--- src/hw/rtl/pnlp_pkg.sv ---
// Shared types and character constants for the number literal parser.
package pnlp_pkg;

    localparam int unsigned CH_W   = 8;
    localparam int unsigned BASE_W = 5;
    localparam int unsigned RES_W  = 32;
    localparam int unsigned POS_W  = 3;

    localparam logic [CH_W-1:0] CH_HASH    = 8'h23;
    localparam logic [CH_W-1:0] CH_DOLLAR  = 8'h24;
    localparam logic [CH_W-1:0] CH_PERCENT = 8'h25;
    localparam logic [CH_W-1:0] CH_QUOTE   = 8'h27;
    localparam logic [CH_W-1:0] CH_MINUS   = 8'h2D;
    localparam logic [CH_W-1:0] CH_ZERO    = 8'h30;
    localparam logic [CH_W-1:0] CH_NINE    = 8'h39;
    localparam logic [CH_W-1:0] CH_UPPER_A = 8'h41;
    localparam logic [CH_W-1:0] CH_UPPER_F = 8'h46;
    localparam logic [CH_W-1:0] CH_LOWER_A = 8'h61;
    localparam logic [CH_W-1:0] CH_LOWER_F = 8'h66;

    localparam logic [BASE_W-1:0] BASE_TWO     = 5'd2;
    localparam logic [BASE_W-1:0] BASE_TEN     = 5'd10;
    localparam logic [BASE_W-1:0] BASE_SIXTEEN = 5'd16;

    localparam logic [POS_W-1:0] POS_FIRST  = 3'd0;
    localparam logic [POS_W-1:0] POS_SECOND = 3'd1;
    localparam logic [POS_W-1:0] POS_THIRD  = 3'd2;
    localparam logic [POS_W-1:0] POS_MAX    = 3'd7;

    typedef enum logic [2:0] {
        PH_START,
        PH_HASH,
        PH_DOLLAR,
        PH_PERCENT,
        PH_SIGN,
        PH_DIGITS
    } t_phase;

    typedef struct packed {
        logic       is_hash;
        logic       is_dollar;
        logic       is_percent;
        logic       is_minus;
        logic       is_quote;
        logic       digit_ok;
        logic [3:0] digit;
    } t_char_info;

endpackage

--- src/hw/rtl/pnlp_if.sv ---
// Handshake channel interfaces: character input, result output, base write.
interface pnlp_char_if;
    logic       valid;
    logic       ready;
    logic [7:0] ch;
    logic       last;

    modport source (output valid, output ch, output last, input ready);
    modport sink   (input valid, input ch, input last, output ready);
endinterface

interface pnlp_result_if;
    logic               valid;
    logic               ready;
    logic               is_number;
    logic signed [31:0] value;

    modport source (output valid, output is_number, output value, input ready);
    modport sink   (input valid, input is_number, input value, output ready);
endinterface

interface pnlp_cfg_if;
    logic       valid;
    logic       ready;
    logic [4:0] data;

    modport source (output valid, output data, input ready);
    modport sink   (input valid, input data, output ready);
endinterface

--- src/hw/rtl/pnlp_char_dec.sv ---
// Character classifier: prefix/sign/quote detection and digit value for a base.
module pnlp_char_dec
    import pnlp_pkg::*;
(
    input  logic [CH_W-1:0]   i_ch,
    input  logic [BASE_W-1:0] i_base,
    output t_char_info        o_info
);

    logic [CH_W-1:0] num_off;
    logic [CH_W-1:0] low_off;
    logic [CH_W-1:0] up_off;
    logic            is_num;
    logic            is_low;
    logic            is_up;
    logic            hex_base;

    assign num_off  = i_ch - CH_ZERO;
    assign low_off  = i_ch - CH_LOWER_A;
    assign up_off   = i_ch - CH_UPPER_A;
    assign is_num   = (i_ch >= CH_ZERO) && (i_ch <= CH_NINE);
    assign is_low   = (i_ch >= CH_LOWER_A) && (i_ch <= CH_LOWER_F);
    assign is_up    = (i_ch >= CH_UPPER_A) && (i_ch <= CH_UPPER_F);
    assign hex_base = (i_base == BASE_SIXTEEN);

    always_comb begin
        o_info            = '0;
        o_info.is_hash    = (i_ch == CH_HASH);
        o_info.is_dollar  = (i_ch == CH_DOLLAR);
        o_info.is_percent = (i_ch == CH_PERCENT);
        o_info.is_minus   = (i_ch == CH_MINUS);
        o_info.is_quote   = (i_ch == CH_QUOTE);
        if (is_num) begin
            o_info.digit    = num_off[3:0];
            // small bases reject numerals at or above the base
            o_info.digit_ok = (i_base >= BASE_TEN) || ({1'b0, num_off[3:0]} < i_base);
        end else if (hex_base && is_low) begin
            o_info.digit    = low_off[3:0] + 4'd10;
            o_info.digit_ok = 1'b1;
        end else if (hex_base && is_up) begin
            o_info.digit    = up_off[3:0] + 4'd10;
            o_info.digit_ok = 1'b1;
        end
    end

endmodule

--- src/hw/rtl/prefixed_number_literal_parser.sv ---
// Top level: prefixed number literal parser, one character per transfer.
//
//  channel  | dir | payload                | transfer when
//  ---------+-----+------------------------+-----------------------
//  i_in     | in  | ch[7:0], last          | valid & ready
//  o_out    | out | is_number, value[31:0] | valid & ready
//  i_cfg    | in  | data[4:0] (base)       | valid & ready (ready tied high)
//
// One character per cycle. Each accepted character updates the token state
// (accumulator multiply-add by the base) in the cycle it is transferred; the
// final character of a token loads the result register, visible next cycle.
// i_in.ready drops only while a result is held and o_out.ready is low.
// Synchronous active-low reset clears token state and sets the base to ten.
module prefixed_number_literal_parser
    import pnlp_pkg::*;
#(
    parameter int unsigned VALUE_BITS = 32
) (
    input  logic          i_clk,
    input  logic          i_rst_n,
    pnlp_char_if.sink     i_in,
    pnlp_result_if.source o_out,
    pnlp_cfg_if.sink      i_cfg
);

    localparam int unsigned EXT_W = (VALUE_BITS > RES_W) ? VALUE_BITS : RES_W;

    logic [BASE_W-1:0]     r_default_base;
    logic [POS_W-1:0]      r_pos,        n_pos;
    t_phase                r_phase,      n_phase;
    logic [BASE_W-1:0]     r_cur_base,   n_cur_base;
    logic                  r_neg,        n_neg;
    logic [VALUE_BITS-1:0] r_accum,      n_accum;
    logic                  r_seen,       n_seen;
    logic                  r_bad,        n_bad;
    logic [CH_W-1:0]       r_quoted,     n_quoted;
    logic                  r_quote_ok,   n_quote_ok;
    logic                  r_out_valid;
    logic                  r_is_number,  n_is_number;
    logic [RES_W-1:0]      r_value,      n_value;

    logic                  take;
    logic [BASE_W-1:0]     base_eff;
    t_char_info            info;
    logic [VALUE_BITS-1:0] signed_val;
    logic [EXT_W-1:0]      ext_val;

    assign take         = i_in.valid && i_in.ready;
    assign i_in.ready   = !r_out_valid || o_out.ready;
    assign i_cfg.ready  = 1'b1;
    assign o_out.valid  = r_out_valid;
    assign o_out.is_number = r_is_number;
    assign o_out.value  = r_value;

    // base is latched from the register at the first character of a token
    assign base_eff = (r_pos == POS_FIRST) ? r_default_base : r_cur_base;

    pnlp_char_dec u_dec (
        .i_ch   (i_in.ch),
        .i_base (base_eff),
        .o_info (info)
    );

    // token state update for one character
    always_comb begin
        n_pos      = (r_pos == POS_MAX) ? r_pos : r_pos + 3'd1;
        n_phase    = r_phase;
        n_cur_base = base_eff;
        n_neg      = r_neg;
        n_accum    = r_accum;
        n_seen     = r_seen;
        n_bad      = r_bad;
        n_quoted   = r_quoted;
        n_quote_ok = r_quote_ok;

        if (r_pos == POS_FIRST) begin
            n_quote_ok = info.is_quote;
        end else if (r_pos == POS_SECOND) begin
            n_quoted = i_in.ch;
        end else if (r_pos == POS_THIRD) begin
            n_quote_ok = r_quote_ok && info.is_quote;
        end

        if (!r_bad) begin
            if (info.is_hash && r_phase == PH_START) begin
                n_cur_base = BASE_TEN;
                n_phase    = PH_HASH;
            end else if (info.is_dollar && r_phase <= PH_HASH) begin
                n_cur_base = BASE_SIXTEEN;
                n_phase    = PH_DOLLAR;
            end else if (info.is_percent && r_phase <= PH_DOLLAR) begin
                n_cur_base = BASE_TWO;
                n_phase    = PH_PERCENT;
            end else if (info.is_minus && r_phase <= PH_PERCENT
                         && base_eff == BASE_TEN) begin
                n_neg   = 1'b1;
                n_phase = PH_SIGN;
            end else if (info.digit_ok) begin
                n_accum = r_accum * VALUE_BITS'(base_eff) + VALUE_BITS'(info.digit);
                n_seen  = 1'b1;
                n_phase = PH_DIGITS;
            end else begin
                n_bad = 1'b1;
            end
        end
    end

    // result for a token ending on this character
    assign signed_val = n_neg ? (VALUE_BITS'(0) - n_accum) : n_accum;
    assign ext_val    = EXT_W'($signed(signed_val));

    always_comb begin
        if (r_pos == POS_THIRD && n_quote_ok) begin
            n_is_number = 1'b1;
            n_value     = RES_W'(r_quoted);
        end else if (!n_bad && n_seen) begin
            n_is_number = 1'b1;
            n_value     = ext_val[RES_W-1:0];
        end else begin
            n_is_number = 1'b0;
            n_value     = '0;
        end
    end

    always_ff @(posedge i_clk) begin
        if (!i_rst_n) begin
            r_default_base <= BASE_TEN;
        end else if (i_cfg.valid && i_cfg.ready) begin
            r_default_base <= i_cfg.data;
        end
    end

    always_ff @(posedge i_clk) begin
        if (!i_rst_n) begin
            r_pos      <= POS_FIRST;
            r_phase    <= PH_START;
            r_cur_base <= BASE_TEN;
            r_neg      <= 1'b0;
            r_accum    <= '0;
            r_seen     <= 1'b0;
            r_bad      <= 1'b0;
            r_quoted   <= '0;
            r_quote_ok <= 1'b0;
        end else if (take && i_in.last) begin
            r_pos      <= POS_FIRST;
            r_phase    <= PH_START;
            r_cur_base <= BASE_TEN;
            r_neg      <= 1'b0;
            r_accum    <= '0;
            r_seen     <= 1'b0;
            r_bad      <= 1'b0;
            r_quoted   <= '0;
            r_quote_ok <= 1'b0;
        end else if (take) begin
            r_pos      <= n_pos;
            r_phase    <= n_phase;
            r_cur_base <= n_cur_base;
            r_neg      <= n_neg;
            r_accum    <= n_accum;
            r_seen     <= n_seen;
            r_bad      <= n_bad;
            r_quoted   <= n_quoted;
            r_quote_ok <= n_quote_ok;
        end
    end

    always_ff @(posedge i_clk) begin
        if (!i_rst_n) begin
            r_out_valid <= 1'b0;
        end else if (take && i_in.last) begin
            r_out_valid <= 1'b1;
        end else if (o_out.ready) begin
            r_out_valid <= 1'b0;
        end
    end

    always_ff @(posedge i_clk) begin
        if (take && i_in.last) begin
            r_is_number <= n_is_number;
            r_value     <= n_value;
        end
    end

endmodule
--- src/flat_wrapper.sv ---
// flat-port wrapper written by rule: the top's interface ports become plain ports
module prefixed_number_literal_parser_flat import pnlp_pkg::*;
#(
    parameter int unsigned VALUE_BITS = 32
)
  (i_clk, i_rst_n, i_in_valid, i_in_ch, i_in_last, i_in_ready, o_out_valid, o_out_is_number, o_out_value, o_out_ready, i_cfg_valid, i_cfg_data, i_cfg_ready);
  pnlp_char_if i_in_i ();
  pnlp_result_if o_out_i ();
  pnlp_cfg_if i_cfg_i ();
  input  logic i_clk;
  input  logic i_rst_n;
  input wire logic [$bits(i_in_i.valid)-1:0] i_in_valid;
  input wire logic [$bits(i_in_i.ch)-1:0] i_in_ch;
  input wire logic [$bits(i_in_i.last)-1:0] i_in_last;
  output wire logic [$bits(i_in_i.ready)-1:0] i_in_ready;
  output wire logic [$bits(o_out_i.valid)-1:0] o_out_valid;
  output wire logic [$bits(o_out_i.is_number)-1:0] o_out_is_number;
  output wire logic [$bits(o_out_i.value)-1:0] o_out_value;
  input wire logic [$bits(o_out_i.ready)-1:0] o_out_ready;
  input wire logic [$bits(i_cfg_i.valid)-1:0] i_cfg_valid;
  input wire logic [$bits(i_cfg_i.data)-1:0] i_cfg_data;
  output wire logic [$bits(i_cfg_i.ready)-1:0] i_cfg_ready;
  assign i_in_i.valid = i_in_valid;
  assign i_in_i.ch = i_in_ch;
  assign i_in_i.last = i_in_last;
  assign i_in_ready = i_in_i.ready;
  assign o_out_valid = o_out_i.valid;
  assign o_out_is_number = o_out_i.is_number;
  assign o_out_value = o_out_i.value;
  assign o_out_i.ready = o_out_ready;
  assign i_cfg_i.valid = i_cfg_valid;
  assign i_cfg_i.data = i_cfg_data;
  assign i_cfg_ready = i_cfg_i.ready;
  prefixed_number_literal_parser #(.VALUE_BITS(VALUE_BITS)) u_core (.i_clk(i_clk), .i_rst_n(i_rst_n), .i_in(i_in_i), .o_out(o_out_i), .i_cfg(i_cfg_i));
endmodule
--- config.mk ---
export PLATFORM = sky130hd
export DESIGN_NAME = prefixed_number_literal_parser_flat
export DESIGN_NICKNAME = d
export VERILOG_FILES = /design/src/hw/rtl/pnlp_pkg.sv /design/src/hw/rtl/pnlp_if.sv /design/src/hw/rtl/pnlp_char_dec.sv /design/src/hw/rtl/prefixed_number_literal_parser.sv /design/src/flat_wrapper.sv
export SDC_FILE = /design/constraint.sdc
export NUM_CORES = 1
export LEC_CHECK = 0
export ABC_AREA = 1
export BUFFER_PORTS_ARGS = -buffer_cell sky130_fd_sc_hd__buf_4
export CORE_ASPECT_RATIO = 0.5
export CORE_MARGIN = 2
export CORE_UTILIZATION = 45
export DETAILED_ROUTE_END_ITERATION = 8
export GPL_ROUTABILITY_DRIVEN = 0
export PLACE_DENSITY = 0.74
export SLEW_MARGIN = 15
export SYNTH_ARGS = -nofsm -noshare
export SYNTH_HDL_FRONTEND = slang
export SYNTH_HIERARCHICAL = 1
export SYNTH_SLANG_ARGS = --single-unit
--- constraint.sdc ---
create_clock -name i_clk -period 6.9 [get_ports i_clk]
set_input_delay 0.69 -clock i_clk [delete_from_list [all_inputs] [get_ports i_clk]]
set_output_delay 0.69 -clock i_clk [all_outputs]
set_load 0.01 [all_outputs]
==> results of run 1 <==
==> metrics by stage <==
step | instance area, µm² | setup WS (ns)
after floorplan | 10900 | 1.589
after global placement | 11590 | 0.5818
after detailed placement | 11590 | 0.4246
after CTS | 11890 | 0.3860
after global routing | 11890 | 0.01237
final | 11890 | 0.4391
==> flip-flops by register name (all words and copies together), names as in the netlist <==
signal / count
u_core/r_seen: 1
u_core/r_cur_base: 5
u_core/r_quote_ok: 1
u_core/r_bad: 1
u_core/o_out.valid: 1
u_core/r_default_base: 5
u_core/r_pos: 3
u_core/r_neg: 1
u_core/r_accum: 32
u_core/o_out.value: 32
u_core/o_out.is_number: 1
u_core/r_phase: 3
u_core/r_quoted: 8
==> worst reg2reg max path, delay by kind of cell, from the launching register on <==
| family | cells | cell delay (ns) |
|---|---|---|
| AO/OA/AOI/OAI | 2 | 0.16 |
| adder cells (fa/ha/maj) | 5 | 2.09 |
| buffers and inverters | 7 | 0.79 |
| flip-flops | 1 | 0.36 |
| AND/OR/NAND/NOR | 20 | 2.81 |
==> cell type report <==
class | instances | area, µm²
Inverter | 345 | 1301
Clock inverter | 7 | 73.82
Timing Repair Buffer | 62 | 465.4
Tap cell | 315 | 394.1
Fill cell | 2339 | 11980
Sequential cell | 94 | 2212
Multi-Input combinational cell | 1162 | 7218
Clock buffer | 9 | 225.2
==> cell usage in the layout, fill, tap and decap left out, types with 2 or more instances in the layout <==
master     Yosys  routed
a211oi_1       3       3
a21oi_1       96      96
a31oi_1        2       2
a32o_1         3       3
and2_1         2       2
buf_4          2      62
clkbuf_16      0       9
clkinv_1       4       3
dfxtp_1       61      61
edfxtp_1      33      33
fa_1          86      86
ha_1          74      74
inv_1        324     324
inv_2         16      16
inv_4          1       2
inv_6          0       2
inv_8          0       3
nand2_1      360     360
nand2_2       12      12
nand3_1       89      89
nand3b_1       6       6
nand4_1       15      15
nand4_2        2       2
nor2_1       247     247
nor2_2         6       6
nor2_4         6       6
nor3_1        18      18
nor3b_1        2       2
nor4_1         3       3
o211ai_1       3       3
o21ai_0       73      73
o21ai_1       12      12
o21ai_2        6       6
o21bai_1       7       7
or2_2          2       2
xnor2_1        2       2
xor2_1        11      11
==> repair_timing <==
item	CTS	global route
gates resized for setup	0	1
endpoints found under the setup margin	0	10
hold buffers	0	0
setup buffers	0	0
==> synthesized netlist by cell type, types with 12 or more instances <==
| cell type | n | area [µm²] |
|---|---|---|
| edfxtp_1 | 33 | 991.0 |
| a21oi_1 | 96 | 480.5 |
| nand2_2 | 12 | 75.07 |
| nor2_1 | 247 | 927.1 |
| nand4_1 | 15 | 93.84 |
| inv_2 | 16 | 60.06 |
| fa_1 | 86 | 1722 |
| inv_1 | 324 | 1216 |
| nand2_1 | 360 | 1351 |
| o21ai_1 | 12 | 60.06 |
| dfxtp_1 | 61 | 1221 |
| ha_1 | 74 | 925.9 |
| clkbuf_1 | 27 | 101.4 |
| o21ai_0 | 73 | 365.4 |
| nand3_1 | 89 | 445.4 |
| nor3_1 | 18 | 90.09 |
==> metal layers <==
| metal | part of all wire [%] | vias to the layer above | wire length, µm |
|---|---|---|---|
| met5 | 0 | - | 0 |
| met4 | 2.3 | 0 | 645 |
| met3 | 7.5 | 40 | 2129 |
| met2 | 44 | 363 | 12490 |
| met1 | 46 | 4777 | 13180 |
| li1 | - | 5132 | - |
==> worst max-delay path by stage <==
stage | to | start | cells after the start | slack (ns)
3_3_place_gp | u_core/o_out.value[31] | u_core/r_pos[0] | 28 | 0.58
6_report | u_core/o_out.value[31] | u_core/r_pos[0] | 34 | 0.44
4_1_cts | u_core/o_out.value[31] | u_core/r_pos[0] | 28 | 0.39
3_5_place_dp | u_core/o_out.value[31] | u_core/r_pos[0] | 28 | 0.42
2_1_floorplan | u_core/o_out.value[31] | u_core/r_pos[0] | 29 | 1.59
5_1_grt | u_core/o_out.value[31] | u_core/r_pos[0] | 34 | 0.01
==> report_power, final <==
part           internal, mW  switching (mW)
Combinational         0.148           0.308
Sequential            0.594          0.0139
Clock                 0.258           0.245
Total                  1.00           0.567
==> logic make-up after synthesis <==
| family | after synthesis | share of synthesized area (%) |
|---|---|---|
| xor gates and xnor gates | 13 | 1.045 |
| other | 1 | 0.03442 |
| AOI/OAI and AO/OA | 211 | 10.60 |
| DFF | 94 | 20.30 |
| and+or+nand+nor | 777 | 30.27 |
| adders and majority gates | 160 | 24.30 |
| buffers and inverters | 381 | 13.45 |
==> flow_summary.ini, run 1 <==
[worst_setup_path]
slowest_stage = fa_1
crit_buf_inv = 7
max_stage_delay_ns = 0.54
cp.arrival_ns = 6.57
rr_worst_depth = 34
reg2reg_to = u_core/o_out.value[31]
start_kind = flip-flop
endpoint_kind = flip-flop
r2r-start = u_core/r_pos[0]
worstPathRequired_ns = 7.01
critPathKind = reg -> reg
crit_fanout = 8
reg2reg_setup_slack_ns = 0.44
cp_top_family = simple AND/OR/NAND/NOR gates

[clock_tree]
path_clk_slew_ns = 0.08
insertion_delay_ns = 0.35
clkSinkCount = 94
cts_buffer_depth = 2
cts_max_level = 3
root_buffer = clkbuf_16
cts_made_buffers = 9
cts_tree = yes

[timing]
rsz0062_at_grt = no
whs_ns = 0.4660
fin_crit_sh_pct = 93.64
fin_worst_skew_ns = 0.01559
setup_viol = 0
fin_setup_tns_ns = 0
worst_slew_pin_slew_ns = 1.084
slew_headroom_pct = 27.65
timing.final.crit_period_ns = 6.461
report.final.slew_viol_count = 0
hold_violations = 0
max_freq_mhz = 154.8

[grt]
grt_util_all_layers_pct = 22.95
grt_max_degree = 66
antenna_found_initial = 0
grt_pass1_vias = 9613
use_met1_pct = 32.14
busiest_layer = met2
grtUsageMet3_pct = 3.632
grt-ovfl-total = 0
use_met2_pct = 37.04
grt_first_pass_wirelength_um = 47060

[status]
status = completed

[pwr]
total_power_mw = 1.567
powerDensity_mw_per_mm2 = 131.8
total_leakage_power_nw = 5.998
ir_worst_vdd_mv = 0.1009

[logic_synthesis]
async_reset_ff_share_pct = 0
synth-seq-cells = 94
netlist_area_mm2 = 0.01090
ys_seq_area_share_pct = 20.30
synth.distinct_cells = 52
synthFlopType = dfxtp_1
synth_enable_flop_cells = 33
yosys_warnings = 6
synth.avg_cell_area_um2 = 6.656
netlist_instances = 1637
syn_nets = 1816

[job]
max_cap_violations = 0

[routing]
dr_total_vias = 10310
drt_first_pass_iters = 6
wl_per_cell_um = 14.27
detail-route-antenna-nets = 0
viasPerCell = 5.172
drt_iter0_drc = 971
drc = 0
drt-total-wl_um = 28450

[floorplan]
die_h_um = 114.0
row_count = 40
start_util_pct = 45.64
coreArea_mm2 = 0.02387
io_pins = 55
fp.dieArea_mm2 = 0.02555
die_w_um = 224.1

[placed_design]
dp_hpwl_um = 22910
dp_cells = 1978
portBuffers = 53

[layout]
layout-drive-gt1-share_pct = 8.160
antenna_cells = 0
final_nets = 1853
area_delta_synth_final_pct = 9.130
fin_util_pct = 49.81
finalNonFillerCells = 1994

[min_path]
whs_endpoint = u_core/r_seen
holdCritPathClass = reg -> reg
min_from = u_core/r_seen
worst_hold_path.num_cells = 2
Power figures use the tool's default switching activity.
==> run 2, diff against run 1 <==
--- a/config.mk
+++ b/config.mk
@@ -5,14 +5,12 @@
 export SDC_FILE = /design/constraint.sdc
 export NUM_CORES = 1
 export LEC_CHECK = 0
-export ABC_AREA = 1
 export BUFFER_PORTS_ARGS = -buffer_cell sky130_fd_sc_hd__buf_4
 export CORE_ASPECT_RATIO = 0.5
 export CORE_MARGIN = 2
 export CORE_UTILIZATION = 45
 export DETAILED_ROUTE_END_ITERATION = 8
 export GPL_ROUTABILITY_DRIVEN = 0
-export PLACE_DENSITY = 0.74
 export SLEW_MARGIN = 15
 export SYNTH_ARGS = -nofsm -noshare
 export SYNTH_HDL_FRONTEND = slang
==> flow_summary.ini, run 2 <==
[grt]
antenna_found_initial = 0
grt_first_pass_wirelength_um = 46130
grt_max_degree = 42
grt_util_all_layers_pct = 22.17
grt_pass1_vias = 9559
grt-ovfl-total = 0

[pwr]
powerDensity_mw_per_mm2 = 112.5
power.share.clock_pct = 37.4
combPwrFrac_pct = 19.0
p_int_uw = 984.9
p_seq_share_pct = 43.6
total_leakage_power_nw = 5.483
switching_share_pct = 28.70
ir_worst_vdd_mv = 0.1301
p_switching_uw = 396.4
total_power_mw = 1.381

[routing]
drt_first_pass_iters = 5
dr_total_vias = 9176
wl_per_cell_um = 16.20
drt-total-wl_um = 27240
viasPerCell = 5.455
drc = 0
detail-route-antenna-nets = 0
drt_iter0_drc = 403

[clock_tree]
clkSinkCount = 94
ctsHoldBuffers = 0
path_clk_slew_ns = 0.07
root_buffer = clkbuf_16
cts_made_buffers = 9
cts_max_level = 3
cts_buffer_depth = 2
insertion_delay_ns = 0.35
cts_tree = yes

[worst_setup_path]
crit_buf_inv = 7
start_kind = flip-flop
max_stage_delay_ns = 0.55
endpoint_kind = flip-flop
crit_fanout = 4
crit_top_cell = inv_2
worstPathRequired_ns = 7.00
critPathKind = reg -> reg
slowest_stage = or4_4
cp_top_family = simple AND/OR/NAND/NOR gates
cp.arrival_ns = 6.86

[timing]
timing.final.crit_period_ns = 6.758
rsz0062_at_grt = yes
fin_crit_sh_pct = 97.94
max_freq_mhz = 148.0
worst_slew_pin_slew_ns = 0.7310
setup_slack_ns = 0.1419
fin_worst_skew_ns = 0.01010
hold_violations = 0
report.final.slew_viol_count = 0
setup_viol = 0
slew_headroom_pct = 51.15

[logic_synthesis]
synth.distinct_cells = 87
synthTopCellsByArea = fa_1 (16%), dfxtp_1 (11%), edfxtp_1 (9.2%)
ys_top_cells_by_count = inv_1 (169), and2_1 (150), nand2_1 (124)
synth_enable_flop_cells = 33
synthFlopType = dfxtp_1
syn_nets = 1482
netlist_area_mm2 = 0.01081
async_reset_ff_share_pct = 0
yosys_warnings = 6
netlist_instances = 1303
synth_top_area_share_pct = 15.93
ys_seq_area_share_pct = 20.47
post-synth-top-count-cell = inv_1
synth.avg_cell_area_um2 = 8.296
synth.largest_area_cell = fa_1
synth-seq-cells = 94

[layout]
layout-drive-gt1-share_pct = 13.90
final_nets = 1541
layout_commonest_cell = inv_1
antenna_cells = 0
finalNonFillerCells = 1682
fillers = 2276
stdcell_area_mm2 = 0.01227
area_delta_synth_final_pct = 13.56
final_cell_mix = inv_1 (163), and2_1 (149), nand2_1 (122)

[floorplan]
die_h_um = 113.6
coreArea_mm2 = 0.02377
die_w_um = 223.2
io_pins = 55
start_util_pct = 45.47
row_count = 40
fp.dieArea_mm2 = 0.02535

[placed_design]
placed_cell_area_mm2 = 0.01166
dp_slack_ns = -0.02977
portBuffers = 53
dp_hpwl_um = 21170
dp_cells = 1654

[job]
max_cap_violations = 0

[status]
status = completed

[min_path]
holdCritPathClass = reg -> reg
run 2: power groups by stage:
stage | Sequential [mW] | Combinational (mW) | Clock, mW
final | 0.602 | 0.262 | 0.517
after global routing | 0.604 | 0.291 | 0.546
after CTS | 0.601 | 0.246 | 0.525
after detailed placement | 0.614 | 0.244 | 0
after global placement | 0.614 | 0.241 | 0
after floorplan | 0.613 | 0.161 | 0
run 2: cells by family after synthesis:
kind of cell               count (synthesis)  share of synthesized area [%]
adders and majority gates                160                          24.49
buffers and inverters                    225                          8.103
AOI/OAI and AO/OA                        251                          15.68
DFF                                       94                          20.47
xor gates and xnor gates                  56                          4.538
muxes                                     36                          3.392
other                                      1                        0.03469
and+or+nand+nor                          480                          23.29
run 2: tightest hold or removal path: stages (launching register included):
cell     delay (ns)
dfxtp_1        0.32
nor2_1         0.05
nor2_1         0.07
run 2: what timing repair did:
item                       in CTS  in global routing
setup endpoints to repair       3                 14
buffers inserted                0                 12
pin swaps                       0                 32
gates resized for setup         1                 52
run 2: through the flow:
step / hold slack, ns / utilization (%) / TNS (ns)
after floorplan: 0.4349 / - / 0
after global placement: 0.4465 / 49.07 / 0
after detailed placement: 0.4557 / 49.07 / -0.02977
after CTS: 0.4705 / 50.35 / 0
after global routing: 0.4997 / 51.63 / -0.7883
final: 0.4671 / 51.63 / 0
run 2: worst paths after layout:
kind | startpoint | end | slack [ns] | cells past startpoint
worst max-delay path | u_core/r_pos[1] | u_core/o_out.value[27] | 0.14 | 29
worst max register to register | u_core/r_pos[1] | u_core/o_out.value[27] | 0.14 | 29
worst min register to register | u_core/r_seen | u_core/r_seen | 0.47 | 2
worst min-delay path | u_core/r_seen | u_core/r_seen | 0.47 | 2
run 2: metal layers:
| metal | up-vias | track usage (%) | part of all wire (%) |
|---|---|---|---|
| met3 | 12 | 2.679 | 2.5 |
| met5 | - | 0 | 0 |
| met4 | 0 | 3.669 | 0.68 |
| li1 | 4436 | - | - |
| met2 | 129 | 41.13 | 51 |
| met1 | 4599 | 28.30 | 46 |
run 2: area by class of cell:
type | instances | area, µm² | share of cell area, %
multi-input combinational | 984 | 7941 | 64.70
sequential | 94 | 2215 | 18.04
timing repair buffer | 104 | 788.3 | 6.422
inverter | 169 | 634.4 | 5.168
tap | 315 | 394.1 | 3.211
clock buffer | 11 | 242.7 | 1.978
clock inverter | 5 | 58.81 | 0.4791
==> run 3, diff against run 2 <==
--- a/config.mk
+++ b/config.mk
@@ -6,11 +6,14 @@
 export NUM_CORES = 1
 export LEC_CHECK = 0
 export BUFFER_PORTS_ARGS = -buffer_cell sky130_fd_sc_hd__buf_4
+export CELL_PAD_IN_SITES_DETAIL_PLACEMENT = 0
+export CELL_PAD_IN_SITES_GLOBAL_PLACEMENT = 1
 export CORE_ASPECT_RATIO = 0.5
 export CORE_MARGIN = 2
 export CORE_UTILIZATION = 45
 export DETAILED_ROUTE_END_ITERATION = 8
 export GPL_ROUTABILITY_DRIVEN = 0
+export PLACE_DENSITY_LB_ADDON = 0.1
 export SLEW_MARGIN = 15
 export SYNTH_ARGS = -nofsm -noshare
 export SYNTH_HDL_FRONTEND = slang
==> flow_summary.ini, run 3 (synthesis gave the netlist of run 2 again) <==
[status]
status = completed

[pwr]
p_int_uw = 973.4
switching_share_pct = 29.44
powerDensity_mw_per_mm2 = 112.4
combPwrFrac_pct = 18.8
ir_worst_vdd_mv = 0.1062
total_leakage_power_nw = 5.492
p_switching_uw = 406.2
power.share.clock_pct = 37.4
p_seq_share_pct = 43.7

[clock_tree]
ctsHoldBuffers = 0
insertion_delay_ns = 0.36
cts_tree = yes
cts_max_level = 3
cts_buffer_depth = 2
path_clk_slew_ns = 0.07
clkSinkCount = 94
cts_made_buffers = 9
root_buffer = clkbuf_16

[placed_design]
portBuffers = 53
dp_hpwl_um = 22400
dp_cells = 1649

[routing]
drt_iter0_drc = 480
detail-route-antenna-nets = 0
drt-total-wl_um = 28630
viasPerCell = 5.389
drc = 0
wl_per_cell_um = 17.09
dr_total_vias = 9026
drt_first_pass_iters = 5

[worst_setup_path]
max_stage_delay_ns = 0.55
crit_top_cell = fa_1
slowest_stage = fa_1
crit_buf_inv = 4
cp.arrival_ns = 6.77
start_kind = flip-flop
endpoint_kind = flip-flop
crit_fanout = 33
path_cells = inv_2 -> ha_4 -> nor2b_4 -> mux2_2 -> buf_4 -> and2_1 -> fa_1 -> fa_1 -> inv_1 -> fa_1 -> inv_1 -> ha_1 -> a21oi_2 -> o21ai_1 -> a21o_1 -> a221o_1 -> xor2_2 -> o32a_4 -> nor4b_4 -> nor3b_1 -> a41oi_1 -> xnor2_1 -> nor2_1
cp_top_family = adder cells
worstPathRequired_ns = 6.99
critPathKind = reg -> reg

[timing]
whs_ns = 0.4649
max_freq_mhz = 149.8
setup_viol = 0
hold_violations = 0
report.final.slew_viol_count = 0
fin_worst_skew_ns = 0.009404
worst_slew_pin_slew_ns = 0.7710
fin_crit_sh_pct = 96.77
rsz0062_at_grt = yes
fin_setup_tns_ns = 0
slew_headroom_pct = 48.48
timing.final.crit_period_ns = 6.677

[layout]
layout-drive-gt1-share_pct = 14.04
finalNonFillerCells = 1675
antenna_cells = 0
final_cell_mix = inv_1 (164), and2_1 (150), nand2_1 (122)
final_nets = 1534
layout_commonest_cell = inv_1
area_delta_synth_final_pct = 13.56

[floorplan]
die_h_um = 113.6
row_count = 40
fp.dieArea_mm2 = 0.02535
die_w_um = 223.2
start_util_pct = 45.47
coreArea_mm2 = 0.02377
io_pins = 55

[job]
max_cap_violations = 0

[grt]
grt-ovfl-total = 0
antenna_found_initial = 0
grt_max_degree = 56
grt_first_pass_wirelength_um = 48010
grt_pass1_vias = 9294
grt_util_all_layers_pct = 23.72

[min_path]
holdCritPathClass = reg -> reg
[run 3: cell types whose count changed in the layout (fill, tap and decap cells not counted), moves of 2 or more]
cell | before | now
a21oi_1 | 74 | 71
a21oi_2 | 6 | 9
buf_4 | 102 | 95
clkinv_2 | 0 | 2
inv_6 | 0 | 2
mux2i_2 | 2 | 0
o22ai_1 | 3 | 1
o22ai_2 | 1 | 3
[run 3: metal layers]
layer  track usage [%]  share of wire (%)  wire length (µm)
met1             32.32                 48             13870
met2             41.10                 47             13530
met5                 0                  0                 0
met4             4.474                1.1               302
met3             2.885                3.3               932
[run 3: timing repair]
action	in CTS	in global routing
setup endpoints to repair	4	21
pin swaps	0	41
resized for setup	1	60
setup buffers	0	10
[run 3: layout make-up]
cell class	count	area, µm²
clock buffers	9	225.2
flip-flops and latches	94	2215
clock inverters	7	70.07
well taps	315	394.1
repair buffers	97	735.7
inverters	169	634.4
fillers	2301	11500
multi-input cells	984	8000
[run 3: tightest hold or removal path, cell delays in order (launching register included)]
cell     delay [ns]
dfxtp_1        0.32
nor2_1         0.04
nor2_1         0.06
[run 3: path summary, 6_finish.rpt]
kind	endpoint	slack (ns)	depth (start not counted)	startpoint
max	u_core/o_out.value[31]	0.22	23	u_core/r_pos[1]
min	u_core/r_seen	0.46	2	u_core/r_seen
max reg2reg	u_core/o_out.value[31]	0.22	23	u_core/r_pos[1]
min reg2reg	u_core/r_seen	0.46	2	u_core/r_seen
[run 3: stage by stage]
step / total power [mW] / setup WS, ns / utilization [%] / cell area, µm²
after global routing: 1.445 / -0.07938 / 51.63 / 12270
after detailed placement: 0.8608 / -0.06839 / 48.91 / 11630
final: 1.380 / 0.2228 / 51.63 / 12270
after floorplan: 0.7731 / 0.02650 / - / 10810
after CTS: 1.378 / 0.007797 / 50.16 / 11930
after global placement: 0.8576 / 0.06745 / 48.91 / 11630
[run 3: power by group through the flow]
stage                     Clock [mW]  Sequential, mW  Combinational, mW
final                          0.516           0.603              0.260
after CTS                      0.528           0.603              0.248
after global placement             0           0.615              0.243
after detailed placement           0           0.615              0.245
after floorplan                    0           0.613              0.161
after global routing           0.550           0.606              0.289
